==> config.mk <==
export PLATFORM = sky130hd
export DESIGN_NAME = sbip_div
export DESIGN_NICKNAME = d
export VERILOG_FILES = /design/src/rtl/sbip_pkg.sv /design/src/rtl/sbip_div.sv
export SDC_FILE = /design/constraint.sdc
export NUM_CORES = 1
export LEC_CHECK = 0
export ABC_AREA = 1
export BUFFER_PORTS_ARGS = -buffer_cell sky130_fd_sc_hd__buf_2
export CELL_PAD_IN_SITES_DETAIL_PLACEMENT = 1
export CELL_PAD_IN_SITES_GLOBAL_PLACEMENT = 2
export CORE_MARGIN = 2
export CORE_UTILIZATION = 32
export CTS_CLUSTER_DIAMETER = 50
export DETAILED_ROUTE_END_ITERATION = 6
export PLACE_DENSITY_LB_ADDON = 0.2
export SETUP_SLACK_MARGIN = 0.2
export SYNTH_ARGS = -nofsm -noshare
export SYNTH_HDL_FRONTEND = slang
export SYNTH_SLANG_ARGS = --single-unit
export TNS_END_PERCENT = 50
==> constraint.sdc <==
create_clock -name clk -period 5.3 [get_ports clk]
set_clock_uncertainty 0.15 [all_clocks]
set_input_delay 1.06 -clock clk [delete_from_list [all_inputs] [get_ports clk]]
set_output_delay 1.06 -clock clk [all_outputs]
set_load 0.1 [all_outputs]
==> src/rtl/sbip_pkg.sv <==
`default_nettype none
package sbip_pkg;

	// table geometry
	localparam int SCHEME_COUNT      = 32;
	localparam int SCHEME_W          = 5;
	localparam int POINTS_PER_SCHEME = 256;
	localparam int POINT_W           = 8;
	localparam int ADDR_W            = SCHEME_W + POINT_W;
	localparam int TABLE_DEPTH       = SCHEME_COUNT * POINTS_PER_SCHEME;
	localparam int BIT_COUNT_WIDTH   = 24;

	// data widths
	localparam int SNR_W = 16;
	localparam int BER_W = 32;
	localparam int ENT_W = BER_W + 1;   // written flag on top of the BER
	localparam int NUM_W = 49;          // interpolation numerator
	localparam int STP_W = 6;           // divider step counter

	// opcodes
	localparam logic [1:0] OP_WR_POINT = 2'd0;
	localparam logic [1:0] OP_WR_DESC  = 2'd1;
	localparam logic [1:0] OP_QUERY    = 2'd2;

	// divider request
	typedef struct packed {
		logic             load;
		logic [STP_W-1:0] steps;
	} div_req_t;

endpackage
`default_nettype wire

==> src/rtl/sbip_div.sv <==
`default_nettype none
module sbip_div (
	input  wire logic                       clk,
	input  wire logic                       arst_n,
	input  wire sbip_pkg::div_req_t         req,
	input  wire logic [sbip_pkg::NUM_W-1:0] dividend,
	input  wire logic [sbip_pkg::SNR_W-1:0] divisor,
	output logic                            done,
	output logic      [sbip_pkg::NUM_W-1:0] quot,
	output logic      [sbip_pkg::SNR_W-1:0] rem
);

	logic                            run_q;
	logic [sbip_pkg::STP_W-1:0]      cnt_q;
	logic [sbip_pkg::NUM_W-1:0]      dq_q;
	logic [sbip_pkg::SNR_W-1:0]      rem_q;
	logic [sbip_pkg::SNR_W-1:0]      dvs_q;
	logic                            done_q;
	logic [sbip_pkg::SNR_W:0]        trial;
	logic [sbip_pkg::SNR_W:0]        diff;
	logic                            qbit;

	// restoring step: one quotient bit a cycle
	assign trial = {rem_q, dq_q[sbip_pkg::NUM_W-1]};
	assign diff  = trial - {1'b0, dvs_q};
	assign qbit  = (trial >= {1'b0, dvs_q});

	always_ff @(posedge clk or negedge arst_n) begin
		if (!arst_n) begin
			run_q  <= 1'b0;
			cnt_q  <= '0;
			done_q <= 1'b0;
		end else begin
			done_q <= run_q && (cnt_q == sbip_pkg::STP_W'(1));
			if (req.load) begin
				run_q <= 1'b1;
				cnt_q <= req.steps;
			end else if (run_q) begin
				cnt_q <= cnt_q - sbip_pkg::STP_W'(1);
				if (cnt_q == sbip_pkg::STP_W'(1)) begin
					run_q <= 1'b0;
				end
			end
		end
	end

	// datapath
	always_ff @(posedge clk) begin
		if (req.load) begin
			dq_q  <= dividend;
			rem_q <= '0;
			dvs_q <= divisor;
		end else if (run_q) begin
			dq_q  <= {dq_q[sbip_pkg::NUM_W-2:0], qbit};
			rem_q <= qbit ? diff[sbip_pkg::SNR_W-1:0] : trial[sbip_pkg::SNR_W-1:0];
		end
	end

	assign done = done_q;
	assign quot = dq_q;
	assign rem  = rem_q;

endmodule
`default_nettype wire

# Word-level counts from Yosys, hierarchy flattened
# Cells that the tools add are included.
# Widths: inputs -> output; s select.
[classes]
add_sub_neg = 2
n_lt_le_gt_ge = 1
eq_ne = 1
n_mux = 8
n_reduce_logical = 2
[op_table]
columns = ["operator", "count"]
rows = [
  ["$mux 49", 2],
  ["$ge 17x16->1", 1],
  ["$mux 16", 1],
  ["$sub 16x16->16", 1],
  ["$mux 6", 2],
  ["$eq 6x1->1 const B", 1],
  ["$sub 6x1->6 const B", 1],
  ["$mux 1", 3],
  ["$reduce_bool 2->1", 1],
  ["$logic_and 1x1->1", 1],
]
[totals]
regBits = 89
in_bits = 74
output_inout_bits = 66
wordCells = 20

# Logic depth before layout (Yosys ltp)
[logic_depth]
word_depth = 4
mapped_depth = 14
ltp_nobuf = 14

# Worst setup path before layout
# Ideal clock, no wire load.
[synth_timing]
kind = "in2reg"
start = "input req[6] in the netlist's numbering"
end = "register dq_q (netlist bit quot[0]) (enable)"
setup_ns = 0.432
t_arrival_ns = 2.838
required_ns = 4.718
path_slack_ns = 1.879
path_stages = 3
n_path_buf = 1
path_cell_list = "nor2_1 > inv_1 > clkbuf_1"
[synth_via]
elab_chain_cells = 1
[synth_rtl]
columns = ["item", "line", "rtl"]
rows = [
  ["from (decl)", "sbip_div.sv:5", "input wire sbip_pkg::div_req_t req,"],
  ["$reduce_bool 2->1 (no source line)", "--", ""],
  ["to (signal assigned)", "sbip_div.sv:50", "dq_q <= dividend;"],
  ["to (signal assigned)", "sbip_div.sv:54", "dq_q <= {dq_q[sbip_pkg::NUM_W-2:0], qbit};"],
  ["to (decl)", "sbip_div.sv:15", "logic [sbip_pkg::NUM_W-1:0] dq_q;"],
]
# Every way passes these cells.
# A chain may end at the register's enable or synchronous reset.

# Worst setup path after layout
[layout_timing]
start = "input req[6] in the netlist's numbering"
end = "register dq_q (netlist bit quot[11]) (enable)"
# The elaborated chain is that of the path after synthesis.

==> metrics.yaml <==
run_status: "completed"
clkLatencyLatePin_ns: 0.35
vdd_ir_drop_max_uv: 250
antenna_found_initial: 2
synth_seq_cells: 89
min_period_over_period: 0.544
yosysWarningCount: 0
post-cts-setup-buffer-count: 0
multiInputGateArea_um2: 1990
htree_levels: 3
grt_pass1_vias: 4685
cp_max_fo: 47
met1_length_um: 6580
finalSetupViolations: 0
yosysTopAreaCell: "edfxtp_1"
synth_top_cells_by_count: "276 x nand2_1, 76 x inv_1, 65 x edfxtp_1, 35 x nand3_1, 19 x nor2_1"
yosysSeqAreaShare: 0.511
core_area_um2: 14600
vias: 4326
clk_path_buf_depth: 2
finalHoldViolations: 0
p_clk_frac: 0.203
power_frac_seq: 0.280
hpwl_um: 10800
start_kind: "input pin"
clkTransAtPathRegs_ns: 0.07
layout.area.seq_um2: 2470
synth_compound_area_frac: 0.0344
hold_path.class: "reg -> reg"
synth_top_family_by_area: "simple AND/OR/NAND/NOR gates"
endpoint_kind: "register"
finalNetCount: 826
ctsResizeCount: 0
avgSynthCellArea_um2: 8.11
vias_per_cell: 4.68
met2WireLength_um: 6610
cts_tree: "yes"
arrival_ns: 2.71
p_per_area_nw_per_um2: 584
synthFlopType: "edfxtp_1"
finalPower_uw: 3530
synth_top_area_share: 0.404
layout-drive-gt1-share: 0.236
wirelength_um: 14400
grt_util_all_layers: 0.186
synthArstFlopShare: 0.0899
crit_slowest_cell: "buf_4"
synth_area_um2: 4840
crit_type: "in -> reg"
max_stage_delay_ns: 0.58
met3_wirelength_um: 911
fill_cells: 1840
synth_mux_area_frac: 0
hold_buffers: 0
finalWeightedCongestion: 0.787
cts_sinks: 89
synth_area_leaders: "edfxtp_1 40%, nand2_1 21%, dfxtp_1 6.6%"
grt_pass1_wl_um: 23500
p_switching_uw: 1810
overflow: 0
synth_xor_area_frac: 0.0181
dieArea_um2: 16100
highest_layer: "met4"
initial_core_util: 0.330
required_ns: 5.13
fin_crit_ns: 2.88
postSynthCellCount: 596
drtAntennaViolNets: 0
synthSimpleGateAreaFrac: 0.309
drt_first_iter_violations: 189
switching_share: 0.513
finalSetupTns_ns: 0
drt-pass1-iter-count: 4
yosysUniqueCellTypes: 36
cts_buffers: 9
leakage_uw: 0.00321
max_freq_ghz: 0.347
clock_tree.root_cell: "clkbuf_16"
synth_fa_ha_area_frac: 0.0507
relSlewSlack: 0.400
drc: 0
syn_to_final_growth_pct: 24.9
synth_edf_count: 65
intPower_uw: 1720
whs_ns: 0.336
drv_cap: 0
worst_slew_pin_slew_ns: 0.899
rsz0062_at_grt: "false"
p_comb_frac: 0.517
yosysMostFrequentCell: "nand2_1"
avgRoutedWirePerCell_um: 15.5
syn_nets: 689
finalMaxSlewViolations: 0
grt_max_degree: 57
fp.dieH_um: 127
rows: 44
io_buffers: 139
die_w_um: 127
path_cells: "buf_2 > nor2_1 > inv_2 > buf_4"
num_io_pins: 140
## worst paths after layout
| kind | end | slack, ns | cells after the start | from |
|---|---|---|---|---|
| worst min-delay path | rem[15] | 0.34 | 2 | rem[15] |
| worst max register to register | rem[2] | 2.80 | 8 | rem[11] |
| min in group asynchronous | done | 0.40 | 1 | arst_n |
| worst min register to register | rem[15] | 0.34 | 2 | rem[15] |
| max in group asynchronous | cnt_q[4] | 4.41 | 1 | arst_n |
| worst max-delay path | quot[11] | 2.42 | 4 | req[6] |
## registers in the layout, summed over array words and instances, names as in the netlist
name	flops
cnt_q	6
done	1
dvs_q	16
quot	49
rem	16
run_q	1
## placed cells by master (no fill, tap or decap), types with 2 or more instances in the layout
cell	synthesis	routed
bufinv_16	0	2
a21oi_1	6	6
nand3b_1	7	7
nor2_1	19	19
nand2_4	2	2
nor2_2	3	3
xnor2_1	6	6
nand2_1	276	276
ha_1	18	18
nand4_1	6	6
o21ai_2	2	2
o21ai_1	2	2
o211ai_1	3	3
o221ai_1	3	3
o21ai_0	6	6
nor3_1	3	3
edfxtp_1	65	65
o21bai_1	2	2
nand3_1	35	35
buf_2	3	139
diode_2	0	3
nand3_2	4	4
inv_1	76	75
xor2_1	4	4
dfrtp_1	8	8
inv_2	1	2
dfxtp_1	16	16
clkbuf_16	0	9
buf_4	1	3
## routing by layer
layer	vias to the layer above	global-route usage
li1	2173	-
met3	14	0.0506
met4	0	0.0640
met1	2032	0.237
met2	107	0.306
met5	-	0
## kinds of logic after synthesis
family | Yosys count
and+or+nand+nor | 358
buffers and inverters | 94
DFF | 89
AOI/OAI and AO/OA | 26
adders and majority gates | 19
xor gates and xnor gates | 10
## power groups by stage
stage	Sequential, uW	Clock, uW	Combinational, uW
finish	988	716	1820
global route	1010	757	1990
CTS	993	732	1840
detailed placement	1000	0	1830
global placement	1000	0	1810
floorplan	1710	0	763
## layout make-up
type                    instances  area share
well taps                     184      0.0381
diodes                          3     0.00124
clock inverters                 7      0.0168
flip-flops and latches         89       0.409
inverters                      78      0.0485
multi-input cells             413       0.330
clock buffers                   9      0.0373
repair buffers                142       0.119
## critical path, delay by kind of cell
family                 cells  cell delay (ns)
buffers and inverters      3             1.31
AND/OR/NAND/NOR            1             0.30
## stage by stage
stage	setup slack (ns)	util	area, um2	cells
2_1_floorplan	1.88	-	4840	596
3_3_place_gp	2.10	0.390	5710	906
3_5_place_dp	2.02	0.390	5710	906
4_1_cts	2.39	0.412	6030	922
5_1_grt	2.23	0.412	6030	922
6_report	2.42	0.412	6040	925
No activity file was read; power rests on OpenSTA's default activity.
